`src/hw/rtl/cpd_pkg.sv`:
```
package cpd_pkg;

   // payload of one input transfer
   typedef struct packed {
      logic [7:0] byte_in;
      logic       last_byte;
   } req_payload_type;

   // payload of one result transfer
   typedef struct packed {
      logic [1:0]  kind;
      logic [2:0]  element_index;
      logic [6:0]  char_out;
      logic [31:0] parsed_id;
      logic [3:0]  error_code;
      logic        message_done;
   } rsp_payload_type;

   // result kinds
   localparam logic [1:0] KIND_NONE = 2'd0;
   localparam logic [1:0] KIND_CHAR = 2'd1;
   localparam logic [1:0] KIND_ID   = 2'd2;
   localparam logic [1:0] KIND_SEP  = 2'd3;

   // error codes
   localparam logic [3:0] ERR_NONE         = 4'd0;
   localparam logic [3:0] ERR_ID_REPEAT    = 4'd1;
   localparam logic [3:0] ERR_OPEN_AT_END  = 4'd2;
   localparam logic [3:0] ERR_UNTERMINATED = 4'd3;
   localparam logic [3:0] ERR_ID_EMPTY     = 4'd4;
   localparam logic [3:0] ERR_ID_LONG      = 4'd5;
   localparam logic [3:0] ERR_ID_ZERO      = 4'd6;
   localparam logic [3:0] ERR_END_AFTER_ID = 4'd7;
   localparam logic [3:0] ERR_MANY_ELEM    = 4'd8;
   localparam logic [3:0] ERR_ELEM_LONG    = 4'd9;

   // character constants
   localparam logic [7:0] CHAR_OPEN     = 8'h28;
   localparam logic [7:0] CHAR_CLOSE    = 8'h29;
   localparam logic [7:0] CHAR_PRINT_LO = 8'h20;
   localparam logic [7:0] CHAR_PRINT_HI = 8'h7E;
   localparam logic [7:0] CHAR_DIGIT_LO = 8'h30;
   localparam logic [7:0] CHAR_DIGIT_HI = 8'h39;
   localparam logic [7:0] SEP_RESET     = 8'h21;

   localparam logic [5:0]  ID_MAX_CHARS = 6'd32;
   localparam logic [31:0] ID_SAT       = 32'hFFFF_FFFF;

   typedef enum logic {
      MODE_DATA,
      MODE_ID
   } mode_type;

   // byte classification produced by the front end
   typedef struct packed {
      logic is_open;
      logic is_close;
      logic is_sep;
      logic is_print;
      logic is_digit;
   } byte_class_type;

   // one entry of the front-to-back queue
   typedef struct packed {
      logic [7:0]     byte_val;
      logic           last_byte;
      byte_class_type cls;
   } entry_type;

endpackage

```
`src/hw/rtl/cpd_fifo.sv`:
```
module cpd_fifo #(
   parameter type entry_type = logic,
   parameter int  DEPTH      = 2
) (
   input  logic      clock,
   input  logic      reset,
   input  logic      push,
   input  entry_type push_data,
   output logic      full,
   input  logic      pop,
   output entry_type pop_data,
   output logic      empty
);

   localparam int AW = (DEPTH > 1) ? $clog2(DEPTH) : 1;
   localparam int CW = $clog2(DEPTH + 1);

   entry_type         mem_ff [DEPTH];
   logic [AW-1:0]     wr_ptr_ff, wr_ptr_in;
   logic [AW-1:0]     rd_ptr_ff, rd_ptr_in;
   logic [CW-1:0]     count_ff, count_in;
   logic              push_ok, pop_ok;

   assign full     = (count_ff == CW'(DEPTH));
   assign empty    = (count_ff == '0);
   assign push_ok  = push && !full;
   assign pop_ok   = pop && !empty;
   assign pop_data = mem_ff[rd_ptr_ff];

   always_comb begin
      wr_ptr_in = wr_ptr_ff;
      rd_ptr_in = rd_ptr_ff;
      count_in  = count_ff;
      if (push_ok) begin
         wr_ptr_in = (wr_ptr_ff == AW'(DEPTH - 1)) ? '0 : wr_ptr_ff + 1'b1;
      end
      if (pop_ok) begin
         rd_ptr_in = (rd_ptr_ff == AW'(DEPTH - 1)) ? '0 : rd_ptr_ff + 1'b1;
      end
      if (push_ok && !pop_ok) begin
         count_in = count_ff + 1'b1;
      end else if (pop_ok && !push_ok) begin
         count_in = count_ff - 1'b1;
      end
   end

   always_ff @(posedge clock) begin
      if (reset) begin
         wr_ptr_ff <= '0;
         rd_ptr_ff <= '0;
         count_ff  <= '0;
      end else begin
         wr_ptr_ff <= wr_ptr_in;
         rd_ptr_ff <= rd_ptr_in;
         count_ff  <= count_in;
      end
   end

   always_ff @(posedge clock) begin
      if (push_ok) begin
         mem_ff[wr_ptr_ff] <= push_data;
      end
   end

endmodule

```
`src/hw/rtl/cpd_front.sv`:
```
module cpd_front (
   input  cpd_pkg::req_payload_type req_item,
   input  logic [7:0]               separator,
   output cpd_pkg::entry_type       entry
);

   logic [7:0] b;

   assign b = req_item.byte_in;

   always_comb begin
      entry.byte_val     = b;
      entry.last_byte    = req_item.last_byte;
      entry.cls.is_open  = (b == cpd_pkg::CHAR_OPEN);
      entry.cls.is_close = (b == cpd_pkg::CHAR_CLOSE);
      entry.cls.is_sep   = (b == separator);
      entry.cls.is_print = (b >= cpd_pkg::CHAR_PRINT_LO) && (b <= cpd_pkg::CHAR_PRINT_HI);
      entry.cls.is_digit = (b >= cpd_pkg::CHAR_DIGIT_LO) && (b <= cpd_pkg::CHAR_DIGIT_HI);
   end

endmodule

```
`src/hw/rtl/cpd_back.sv`:
```
module cpd_back #(
   parameter int MAX_ELEMENTS    = 8,
   parameter int ELEMENT_MAX_LEN = 256
) (
   input  logic                     clock,
   input  logic                     reset,
   input  cpd_pkg::entry_type       q_entry,
   input  logic                     q_empty,
   output logic                     q_pop,
   input  logic                     rsp_full,
   output logic                     rsp_push,
   output cpd_pkg::rsp_payload_type rsp_item
);

   localparam int CNT_W = (MAX_ELEMENTS > 1) ? $clog2(MAX_ELEMENTS) : 1;
   localparam int LEN_W = $clog2(ELEMENT_MAX_LEN + 1);

   cpd_pkg::mode_type mode_ff, mode_in;
   logic              id_seen_ff, id_seen_in;
   logic [31:0]       acc_ff, acc_in;
   logic [5:0]        char_cnt_ff, char_cnt_in;
   logic              stopped_ff, stopped_in;
   logic [CNT_W-1:0]  elem_cnt_ff, elem_cnt_in;
   logic [LEN_W-1:0]  elem_len_ff, elem_len_in;
   logic [3:0]        err_ff, err_in;

   logic              step;
   logic              last;
   logic [3:0]        digit;
   logic [35:0]       acc_sum;
   logic [31:0]       acc_digit;
   logic [CNT_W:0]    elem_cnt_inc;
   logic [LEN_W:0]    elem_len_inc;
   logic [CNT_W+2:0]  idx_wide;

   // step decisions
   logic [3:0]        err_det;
   logic              close_ok, open_ok, sep_ok, print_ok, id_char;

   // post-step values, before the end-of-message clear
   logic              id_seen_st;
   logic [CNT_W-1:0]  elem_cnt_st;
   logic [3:0]        err_st;

   assign q_pop    = !q_empty && !rsp_full;
   assign rsp_push = q_pop;
   assign step     = q_pop;
   assign last     = q_entry.last_byte;

   // acc * 10 + digit, saturating at 32 bits
   assign digit     = q_entry.byte_val[3:0];
   assign acc_sum   = {1'b0, acc_ff, 3'b000} + {3'b000, acc_ff, 1'b0} + 36'(digit);
   assign acc_digit = (|acc_sum[35:32]) ? cpd_pkg::ID_SAT : acc_sum[31:0];

   assign elem_cnt_inc = {1'b0, elem_cnt_ff} + 1'b1;
   assign elem_len_inc = {1'b0, elem_len_ff} + 1'b1;

   always_comb begin
      err_det  = cpd_pkg::ERR_NONE;
      close_ok = 1'b0;
      open_ok  = 1'b0;
      sep_ok   = 1'b0;
      print_ok = 1'b0;
      id_char  = 1'b0;
      if (err_ff == cpd_pkg::ERR_NONE) begin
         if (mode_ff == cpd_pkg::MODE_ID) begin
            if (q_entry.cls.is_close) begin
               if (char_cnt_ff == '0) begin
                  err_det = cpd_pkg::ERR_ID_EMPTY;
               end else if (char_cnt_ff > cpd_pkg::ID_MAX_CHARS) begin
                  err_det = cpd_pkg::ERR_ID_LONG;
               end else if (acc_ff == '0) begin
                  err_det = cpd_pkg::ERR_ID_ZERO;
               end else if (last) begin
                  err_det = cpd_pkg::ERR_END_AFTER_ID;
               end else begin
                  close_ok = 1'b1;
               end
            end else if (last) begin
               err_det = cpd_pkg::ERR_UNTERMINATED;
            end else begin
               id_char = 1'b1;
            end
         end else if (q_entry.cls.is_open) begin
            if (id_seen_ff) begin
               err_det = cpd_pkg::ERR_ID_REPEAT;
            end else if (last) begin
               err_det = cpd_pkg::ERR_OPEN_AT_END;
            end else begin
               open_ok = 1'b1;
            end
         end else if (q_entry.cls.is_sep) begin
            if (elem_cnt_inc >= (CNT_W + 1)'(MAX_ELEMENTS)) begin
               err_det = cpd_pkg::ERR_MANY_ELEM;
            end else begin
               sep_ok = 1'b1;
            end
         end else if (q_entry.cls.is_print) begin
            if (elem_len_inc >= (LEN_W + 1)'(ELEMENT_MAX_LEN)) begin
               err_det = cpd_pkg::ERR_ELEM_LONG;
            end else begin
               print_ok = 1'b1;
            end
         end
      end
   end

   // next parse mode
   always_comb begin
      mode_in = mode_ff;
      if (step) begin
         if (last || close_ok) begin
            mode_in = cpd_pkg::MODE_DATA;
         end else if (open_ok) begin
            mode_in = cpd_pkg::MODE_ID;
         end
      end
   end

   // datapath and result
   always_comb begin
      id_seen_st  = id_seen_ff || close_ok;
      elem_cnt_st = sep_ok ? elem_cnt_inc[CNT_W-1:0] : elem_cnt_ff;
      err_st      = (err_det != cpd_pkg::ERR_NONE) ? err_det : err_ff;

      id_seen_in  = id_seen_ff;
      acc_in      = acc_ff;
      char_cnt_in = char_cnt_ff;
      stopped_in  = stopped_ff;
      elem_cnt_in = elem_cnt_ff;
      elem_len_in = elem_len_ff;
      err_in      = err_ff;

      if (step) begin
         id_seen_in  = id_seen_st;
         elem_cnt_in = elem_cnt_st;
         err_in      = err_st;
         if (open_ok) begin
            acc_in      = '0;
            char_cnt_in = '0;
            stopped_in  = 1'b0;
         end
         if (id_char) begin
            if (char_cnt_ff <= cpd_pkg::ID_MAX_CHARS) begin
               char_cnt_in = char_cnt_ff + 1'b1;
            end
            if (!stopped_ff && q_entry.cls.is_digit) begin
               acc_in = acc_digit;
            end else begin
               stopped_in = 1'b1;
            end
         end
         if (sep_ok) begin
            elem_len_in = '0;
         end
         if (print_ok) begin
            elem_len_in = elem_len_inc[LEN_W-1:0];
         end
         if (last) begin
            id_seen_in  = 1'b0;
            acc_in      = '0;
            char_cnt_in = '0;
            stopped_in  = 1'b0;
            elem_cnt_in = '0;
            elem_len_in = '0;
            err_in      = cpd_pkg::ERR_NONE;
         end
      end

      idx_wide = (CNT_W + 3)'(elem_cnt_st);

      rsp_item.kind          = cpd_pkg::KIND_NONE;
      rsp_item.element_index = idx_wide[2:0];
      rsp_item.char_out      = '0;
      rsp_item.parsed_id     = '0;
      rsp_item.error_code    = err_st;
      rsp_item.message_done  = last;
      if (close_ok) begin
         rsp_item.kind      = cpd_pkg::KIND_ID;
         rsp_item.parsed_id = acc_ff;
      end else if (sep_ok) begin
         rsp_item.kind = cpd_pkg::KIND_SEP;
      end else if (print_ok) begin
         rsp_item.kind     = cpd_pkg::KIND_CHAR;
         rsp_item.char_out = q_entry.byte_val[6:0];
      end
   end

   always_ff @(posedge clock) begin
      if (reset) begin
         mode_ff     <= cpd_pkg::MODE_DATA;
         id_seen_ff  <= 1'b0;
         acc_ff      <= '0;
         char_cnt_ff <= '0;
         stopped_ff  <= 1'b0;
         elem_cnt_ff <= '0;
         elem_len_ff <= '0;
         err_ff      <= cpd_pkg::ERR_NONE;
      end else begin
         mode_ff     <= mode_in;
         id_seen_ff  <= id_seen_in;
         acc_ff      <= acc_in;
         char_cnt_ff <= char_cnt_in;
         stopped_ff  <= stopped_in;
         elem_cnt_ff <= elem_cnt_in;
         elem_len_ff <= elem_len_in;
         err_ff      <= err_in;
      end
   end

   // a result that reports an error carries no result kind
   a_err_quiet: assert property (@(posedge clock) disable iff (reset)
      rsp_push && (rsp_item.error_code != cpd_pkg::ERR_NONE)
      |-> rsp_item.kind == cpd_pkg::KIND_NONE)
      else $error("result kind set while an error is reported");

   // message end returns the parser to its idle state
   a_msg_clear: assert property (@(posedge clock) disable iff (reset)
      rsp_push && rsp_item.message_done
      |=> (mode_ff == cpd_pkg::MODE_DATA) && (err_ff == cpd_pkg::ERR_NONE)
          && !id_seen_ff && (elem_cnt_ff == '0) && (elem_len_ff == '0))
      else $error("parser state not cleared after message end");

   // an id result implies the id is recorded for the rest of the message
   a_id_seen: assert property (@(posedge clock) disable iff (reset)
      rsp_push && (rsp_item.kind == cpd_pkg::KIND_ID)
      |=> id_seen_ff && (mode_ff == cpd_pkg::MODE_DATA))
      else $error("completed id not recorded");

   a_cnt_bound: assert property (@(posedge clock) disable iff (reset)
      {1'b0, elem_cnt_ff} < (CNT_W + 1)'(MAX_ELEMENTS))
      else $error("element counter out of range");

endmodule

```
`src/hw/rtl/chat_packet_deframer_unit.sv`:
```
// channel   ports                         transfer when
// req       req_push/req_full/req_data    req_push && !req_full
// rsp       rsp_pop/rsp_empty/rsp_data    rsp_pop && !rsp_empty
// csr       csr_psel/penable/pwrite/...   psel && penable && pwrite (pready tied high)
//
// One byte per cycle sustained while rsp is not stalled: the front classifies on the req
// transfer cycle, the classify queue registers the byte, the back pops it when rsp has room,
// and its result is registered in the result queue before it shows on rsp.
// rsp stalls back up through the result queue and the 2-entry classify queue.
// Synchronous reset: separator returns to '!', parser state clears, queues empty.
// No clearing pass; the block takes bytes the cycle after reset drops.
module chat_packet_deframer_unit #(
   parameter int MAX_ELEMENTS    = 8,
   parameter int ELEMENT_MAX_LEN = 256
) (
   input  logic                     clock,
   input  logic                     reset,
   // byte input channel
   input  logic                     req_push,
   output logic                     req_full,
   input  cpd_pkg::req_payload_type req_data,
   // result channel
   output logic                     rsp_empty,
   input  logic                     rsp_pop,
   output cpd_pkg::rsp_payload_type rsp_data,
   // register port
   input  logic                     csr_psel,
   input  logic                     csr_penable,
   input  logic                     csr_pwrite,
   input  logic [2:0]               csr_paddr,
   input  logic [31:0]              csr_pwdata,
   output logic [31:0]              csr_prdata,
   output logic                     csr_pready
);

   // register index = byte address / 4; only the separator exists
   localparam logic CSR_IDX_SEPARATOR = 1'b0;

   logic [7:0]               separator_ff, separator_in;
   logic                     csr_write;
   cpd_pkg::entry_type       front_entry;
   cpd_pkg::entry_type       q_entry;
   logic                     q_empty;
   logic                     q_pop;
   logic                     rsp_full;
   logic                     rsp_push;
   cpd_pkg::rsp_payload_type rsp_item;

   // ---- configuration ----
   assign csr_pready = 1'b1;
   assign csr_write  = csr_psel && csr_penable && csr_pwrite && csr_pready;

   always_comb begin
      separator_in = separator_ff;
      if (csr_write && (csr_paddr[2] == CSR_IDX_SEPARATOR)) begin
         separator_in = csr_pwdata[7:0];
      end
   end

   always_comb begin
      csr_prdata = '0;
      if (csr_paddr[2] == CSR_IDX_SEPARATOR) begin
         csr_prdata = {24'd0, separator_ff};
      end
   end

   always_ff @(posedge clock) begin
      if (reset) begin
         separator_ff <= cpd_pkg::SEP_RESET;
      end else begin
         separator_ff <= separator_in;
      end
   end

   // ---- front: classify each byte on its way in ----
   cpd_front u_front (
      .req_item  (req_data),
      .separator (separator_ff),
      .entry     (front_entry)
   );

   // short queue so the front keeps taking bytes while the back waits on rsp
   cpd_fifo #(
      .entry_type (cpd_pkg::entry_type),
      .DEPTH      (2)
   ) u_class_q (
      .clock     (clock),
      .reset     (reset),
      .push      (req_push),
      .push_data (front_entry),
      .full      (req_full),
      .pop       (q_pop),
      .pop_data  (q_entry),
      .empty     (q_empty)
   );

   // ---- back: parse state machine, one byte per cycle while the result queue has room ----
   cpd_back #(
      .MAX_ELEMENTS    (MAX_ELEMENTS),
      .ELEMENT_MAX_LEN (ELEMENT_MAX_LEN)
   ) u_back (
      .clock    (clock),
      .reset    (reset),
      .q_entry  (q_entry),
      .q_empty  (q_empty),
      .q_pop    (q_pop),
      .rsp_full (rsp_full),
      .rsp_push (rsp_push),
      .rsp_item (rsp_item)
   );

   // result queue decouples the parser from the consumer's pop
   cpd_fifo #(
      .entry_type (cpd_pkg::rsp_payload_type),
      .DEPTH      (2)
   ) u_rsp_q (
      .clock     (clock),
      .reset     (reset),
      .push      (rsp_push),
      .push_data (rsp_item),
      .full      (rsp_full),
      .pop       (rsp_pop),
      .pop_data  (rsp_data),
      .empty     (rsp_empty)
   );

endmodule
```
`config.mk`:
```
export PLATFORM = sky130hd
export DESIGN_NAME = chat_packet_deframer_unit
export DESIGN_NICKNAME = d
export VERILOG_FILES = /design/src/hw/rtl/cpd_pkg.sv /design/src/hw/rtl/cpd_fifo.sv /design/src/hw/rtl/cpd_front.sv /design/src/hw/rtl/cpd_back.sv /design/src/hw/rtl/chat_packet_deframer_unit.sv
export SDC_FILE = /design/constraint.sdc
export NUM_CORES = 1
export LEC_CHECK = 0
export ABC_AREA = 1
export BUFFER_PORTS_ARGS = -buffer_cell sky130_fd_sc_hd__buf_4
export CAP_MARGIN = 20
export CORE_MARGIN = 2
export CORE_UTILIZATION = 30
export DETAILED_ROUTE_END_ITERATION = 8
export GPL_ROUTABILITY_DRIVEN = 0
export GPL_TIMING_DRIVEN = 0
export PLACE_DENSITY = 0.45
export SLEW_MARGIN = 20
export SYNTH_ARGS = -nofsm -noshare
export SYNTH_HDL_FRONTEND = slang
export SYNTH_SLANG_ARGS = --single-unit
```
`constraint.sdc`:
```
create_clock -name clock -period 3.7 [get_ports clock]
set_clock_uncertainty 0.05 [all_clocks]
set_input_delay 0 -clock clock [delete_from_list [all_inputs] [get_ports clock]]
set_output_delay 0 -clock clock [all_outputs]
set_load 0.01 [all_outputs]
```
# After elaboration in Yosys (flattened, before gate mapping)
# Memory sizes are Yosys's and may differ from the RTL's. A register that Yosys moved wholly into a read port is not among the register bits.
# Cells that the tools add are included.
[op_classes] add_sub_neg=13 n_lt_le_gt_ge=8 eq_ne=5 muxes=87 n_bitwise=1 n_reduce_logical=39
[ops] cell="$mux W32" n=6
[ops] cell="$mux W4" n=14
[ops] cell="$mux W1" n=45
[ops] cell="$add A35 B33 Y36" n=1
[ops] cell="$add A36 B4 Y36" n=1
[ops] cell="$logic_not A32 Y1" n=1
[ops] cell="$mux W9" n=3
[ops] cell="$mux W6" n=4
[ops] cell="$mux W7" n=3
[ops] cell="$eq A8 B6 Y1 const B" n=2
[ops] cell="$ge A8 B6 Y1 const B" n=2
[ops] cell="$mux W2" n=8
[ops] cell="$logic_and A1 B1 Y1" n=15
[ops] cell="$add A9 B1 Y10 const B" n=1
[ops] cell="$ge A10 B9 Y1 const B" n=1
[ops] cell="$logic_not A1 Y1" n=9
[ops] cell="$mux W3" n=3
[ops] cell="$eq A8 B8 Y1" n=1
[ops] cell="$le A8 B6 Y1 const B" n=1
[ops] cell="$le A8 B7 Y1 const B" n=1
[ops] cell="$mux W8" n=1
[ops] cell="$add A6 B1 Y6 const B" n=1
[ops] cell="$gt A6 B6 Y1 const B" n=1
[ops] cell="$le A6 B6 Y1 const B" n=1
[ops] cell="other kinds (16)" n=27
[totals] reg_bits=73 mem_bits_rw=126 output_inout_bits=84 elab_cells=170 mem_count=2
[mem_list] memory="u_rsp_q.mem_ff" words=2 word_bits=49 read_ports=1 rd_ports_with_merged_regs=1 wr=1 line="cpd_fifo.sv:18" text="entry_type mem_ff [DEPTH];"
[mem_list] memory="u_class_q.mem_ff" words=2 word_bits=14 read_ports=1 rd_ports_with_merged_regs=1 wr=1 line="cpd_fifo.sv:18"

# Longest topological paths before layout
[logic_depth] ltp_word=11 mapped_depth=25 depth_no_buf=23

# Cells and area by module
# A second synthesis with hierarchy kept.
[hier_totals] cells_unflattened=1446 area_unflattened_um2=12315.6
[by_module_without_submodules] module="cpd_back" n_inst=1 cells_each=1011 area_per_inst_um2=6261.0
[by_module_without_submodules] module="cpd_fifo at u_rsp_q" n_inst=1 cells_each=189 area_per_inst_um2=3827.4
[by_module_without_submodules] module="cpd_fifo at u_class_q" n_inst=1 cells_each=80 area_per_inst_um2=1262.5
[by_module_without_submodules] module="chat_packet_deframer_unit" n_inst=1 cells_each=97 area_per_inst_um2=653.1
[by_module_without_submodules] module="cpd_front" n_inst=1 cells_each=69 area_per_inst_um2=311.5

# Worst setup path before layout
# Ideal clock, no wire load.
[synth_timing] kind="flip-flop to flip-flop" start="reg u_rsp_q.count_ff[1]" end="mem u_rsp_q.mem_ff[0][0] (netlist bit) (enable)" setup_time_ps=456 arrival_time_ps=3011 required_time_ps=3194 setup_slack_ps=183 path_stages_with_launch=6 synth_period_minus_slack_ps=3517 path_cell_list="dfxtp_1 -> inv_2 -> o22ai_1 -> clkbuf_1 -> clkbuf_1 -> nor2_1"
[synth_between] elab_chain_len=6
[synth_lines] element="start: declaration" line="cpd_fifo.sv:21" text="logic [CW-1:0] count_ff, count_in;"
[synth_lines] element="start signal: assignment" line="cpd_fifo.sv:55" text="count_ff <= count_in;"
[synth_lines] element="$eq A2 B2 Y1 (*)" line="cpd_fifo.sv:24" text="assign full = (count_ff == CW'(DEPTH));"
[synth_lines] element="$logic_not A1 Y1 (*)" line="cpd_fifo.sv:26, cpd_back.sv:45"
[synth_lines] element="$logic_and A1 B1 Y1" line="cpd_back.sv:45" text="assign q_pop = !q_empty && !rsp_full;"
[synth_lines] element="$logic_and A1 B1 Y1 (*)" line="cpd_fifo.sv:26" text="assign push_ok = push && !full;"
[synth_lines] element="$mux W1 (*)" line="cpd_fifo.sv:60" text="if (push_ok) begin"
[synth_lines] element="$mux W1 (not written as such) (*)" line="cpd_fifo.sv:61" text="mem_ff[wr_ptr_ff] <= push_data;"
[synth_lines] element="end: declaration" line="cpd_fifo.sv:18"
# Mark *: on every way between the ends. The rest lies on a longest branch, timed or not.

==> metrics.txt <==
status=completed; dpl hpwl=24,500 um; cell count after synthesis=1,474; worst min-delay path class=in -> reg; core area=38,700 um^2; register area share after synthesis=44.2%; first-pass iteration count of the detailed router=5; pwr/cell area=560 nW/um^2; root buffer cell=clkbuf_16; Synth cell types=47; RSZ-0062 raised after global routing=false; Post-synth top cells=nand2_1 (400), inv_1 (197), nor2_1 (142); H-tree level count=4; Yosys Warn Count=0; minimum clock period=3.50 ns; clock tree buffer depth=2; post-DR wirelength/cell=14.8 um; CTS tree=done; die width=202 um; Final nets=1,753; syn avg cell area=8.02 um^2; Post-synth EDFFs=124; Hold Violations, Final=0; Setup crit start kind=flip-flop; Worst-path clk slew=0.08 ns; Data arrival, critical path=3.77 ns; critical path class=reg -> reg; clk sinks=199; Initial Util=30.5%; number of global-route vias before repair=9,355; DRT antenna net count=0; final WL=32,000 um; clock latency on the worst-skew pair=0.45 ns; final critical-path share of the clock period=94.7%; #FFs+latches synth=199; layout cells sized above 1=15.3%; Synth top area share=31.5%; initial antenna violation count=0; synthesized area=11,800 um^2; Filler cells=4,099; row count=72; Total GRT Usage=15.7%; max-cap violations=0; max-slew violation count=0; most common cell in the netlist=nand2_1; DR vias=9,738; critical path fanouts, max=12; Crit. End Element=flip-flop; initial DRC count=487; global-route wire length before repair=50,600 um; worst slack at placement=-0.564 ns; Synth Flop Type=edfxtp_1; die area=41,000 um^2; DR DRC count=0; Worst Tran Pin Value=0.785 ns; IO buf count=81; Setup TNS=0 ns; largest net degree at the start of global routing=25; routed vias/inst=4.50; Synth area leaders=edfxtp_1 (32%), dfxtp_1 (13%), nand2_1 (13%); Slew headroom=47.7%; I/O pin cnt=135; gr ovfl total=0; Peak Freq=286 MHz; leakage power=6.06 nW; post-synth top area cell=edfxtp_1; cts bufs inserted=17; die height=202 um; setup violators final=0; WP data required=3.97 ns; peak supply drop=0.303 mV; post-synthesis async set-or-reset flop share=0%; Setup WS post-layout=0.198 ns; area grow syn2layout=20.5%; Antenna Cells=0
flip-flops by register name, summed over array words and instances, names as in the netlist, 3 cells and up, named ones only:
name and cells:
u_back.elem_len_ff 9, u_class_q.mem_ff 26, u_back.acc_ff 32, u_back.err_ff 4, u_rsp_q.mem_ff 98, u_back.char_cnt_ff 6
separator_ff 8, u_back.elem_cnt_ff 3
worst paths after layout:
kind	start	to	slack [ns]	cells after the start
setup / recovery	flip-flop	u_back.acc_ff[23]	0.20	23
hold / removal	req_push	u_class_q.wr_ptr_ff	0.06	5
setup reg to reg	flip-flop	u_back.acc_ff[23]	0.20	23
hold reg to reg	u_class_q.rd_ptr_ff	flip-flop	0.40	1
per-layer routing:
layer | share of wire, % | track usage [%] | routed length, um | vias to the layer above
li1 | - | - | - | 5076
met1 | 52 | 23.0 | 16500 | 4516
met2 | 45 | 24.9 | 14300 | 132
met3 | 2.8 | 1.83 | 884 | 14
met4 | 0.86 | 3.39 | 274 | 0
met5 | 0 | 0 | 0 | -
power breakdown:
part	internal [mW]	switching (mW)	total [mW]
combinational	1.09	1.80	2.88
sequential	3.00	0.165	3.16
clock	1.03	0.896	1.93
total	5.12	2.86	7.97
through the flow:
stage / instances / util, % / power [mW] / area (um^2) / hold slack, ns
6_report: 2162 / 36.8 / 7.97 / 14200 / 0.0559
5_1_grt: 2162 / 36.8 / 8.44 / 14200 / 0.111
4_1_cts: 2156 / 36.5 / 8.07 / 14100 / 0.0417
3_5_place_dp: 2100 / 34.2 / 6.10 / 13300 / 0.138
3_3_place_gp: 2096 / 34.0 / 5.97 / 13200 / 0.136
2_1_floorplan: 1497 / - / 4.86 / 11900 / 0.0489
final cells by class:
class,count,area [um^2],area share (%)
well taps,518,648,4.55
flip-flops and latches,199,5230,36.7
inverters,208,783,5.50
clock buffers,18,439,3.08
plain buffers,64,382,2.68
multi-input cells,1025,5610,39.4
repair buffers,116,986,6.92
clock inverters,14,164,1.15
worst max-delay path, cell delays in order, from the launching register on:
cell	delay, ns
dfxtp_4	0.39
inv_4	0.08
or2_2	0.29
o21ai_2	0.08
inv_2	0.08
fa_1	0.52
inv_1	0.06
fa_2	0.34
inv_1	0.08
nand3_1	0.08
nand2_2	0.10
nand2_1	0.07
nand2_2	0.10
nand2_1	0.09
nand2_2	0.10
nand2_2	0.07
nand3_1	0.07
nand2_1	0.08
nor2_4	0.11
buf_12	0.14
buf_6	0.16
nand3_1	0.10
nand2_1	0.07
a21oi_1	0.06
kinds of logic (layout without fill, tap and decap cells):
family	count (synthesis)	count (layout)	share of synthesized area, %
xor+xnor	31	31	2.30
flops	199	199	44.2
simple gates	664	664	23.0
buf+inv	273	420	9.69
mux	50	50	4.75
fa+ha+maj	71	71	7.65
compound gates	184	184	8.33
other cells	2	25	0.0636
what timing repair did:
action                                 CTS  global route
endpoints found under the hold margin   36             0
cloned                                   2             0
setup buffers                            2             6
gates resized for setup                 18            14
hold buffers                            21             0
pin swaps                                2             5
setup endpoints to repair               32            32
cells in the final DEF (no fill, tap or decap), types with 7 or more instances in the layout:
cell / count
nand2_1: 393
inv_1: 195
nor2_1: 137
a21oi_1: 125
edfxtp_1: 124
buf_4: 115
dfxtp_1: 74
nand3_1: 70
ha_1: 67
mux2_2: 49
o21ai_0: 28
clkbuf_1: 27
xnor2_1: 27
conb_1: 25
dlygate4sd3_1: 21
nand4_1: 17
clkbuf_16: 17
nor3_1: 13
inv_2: 11
nand2_2: 9
o21ai_1: 7
Note: power is estimated with default switching activity, not from simulation.
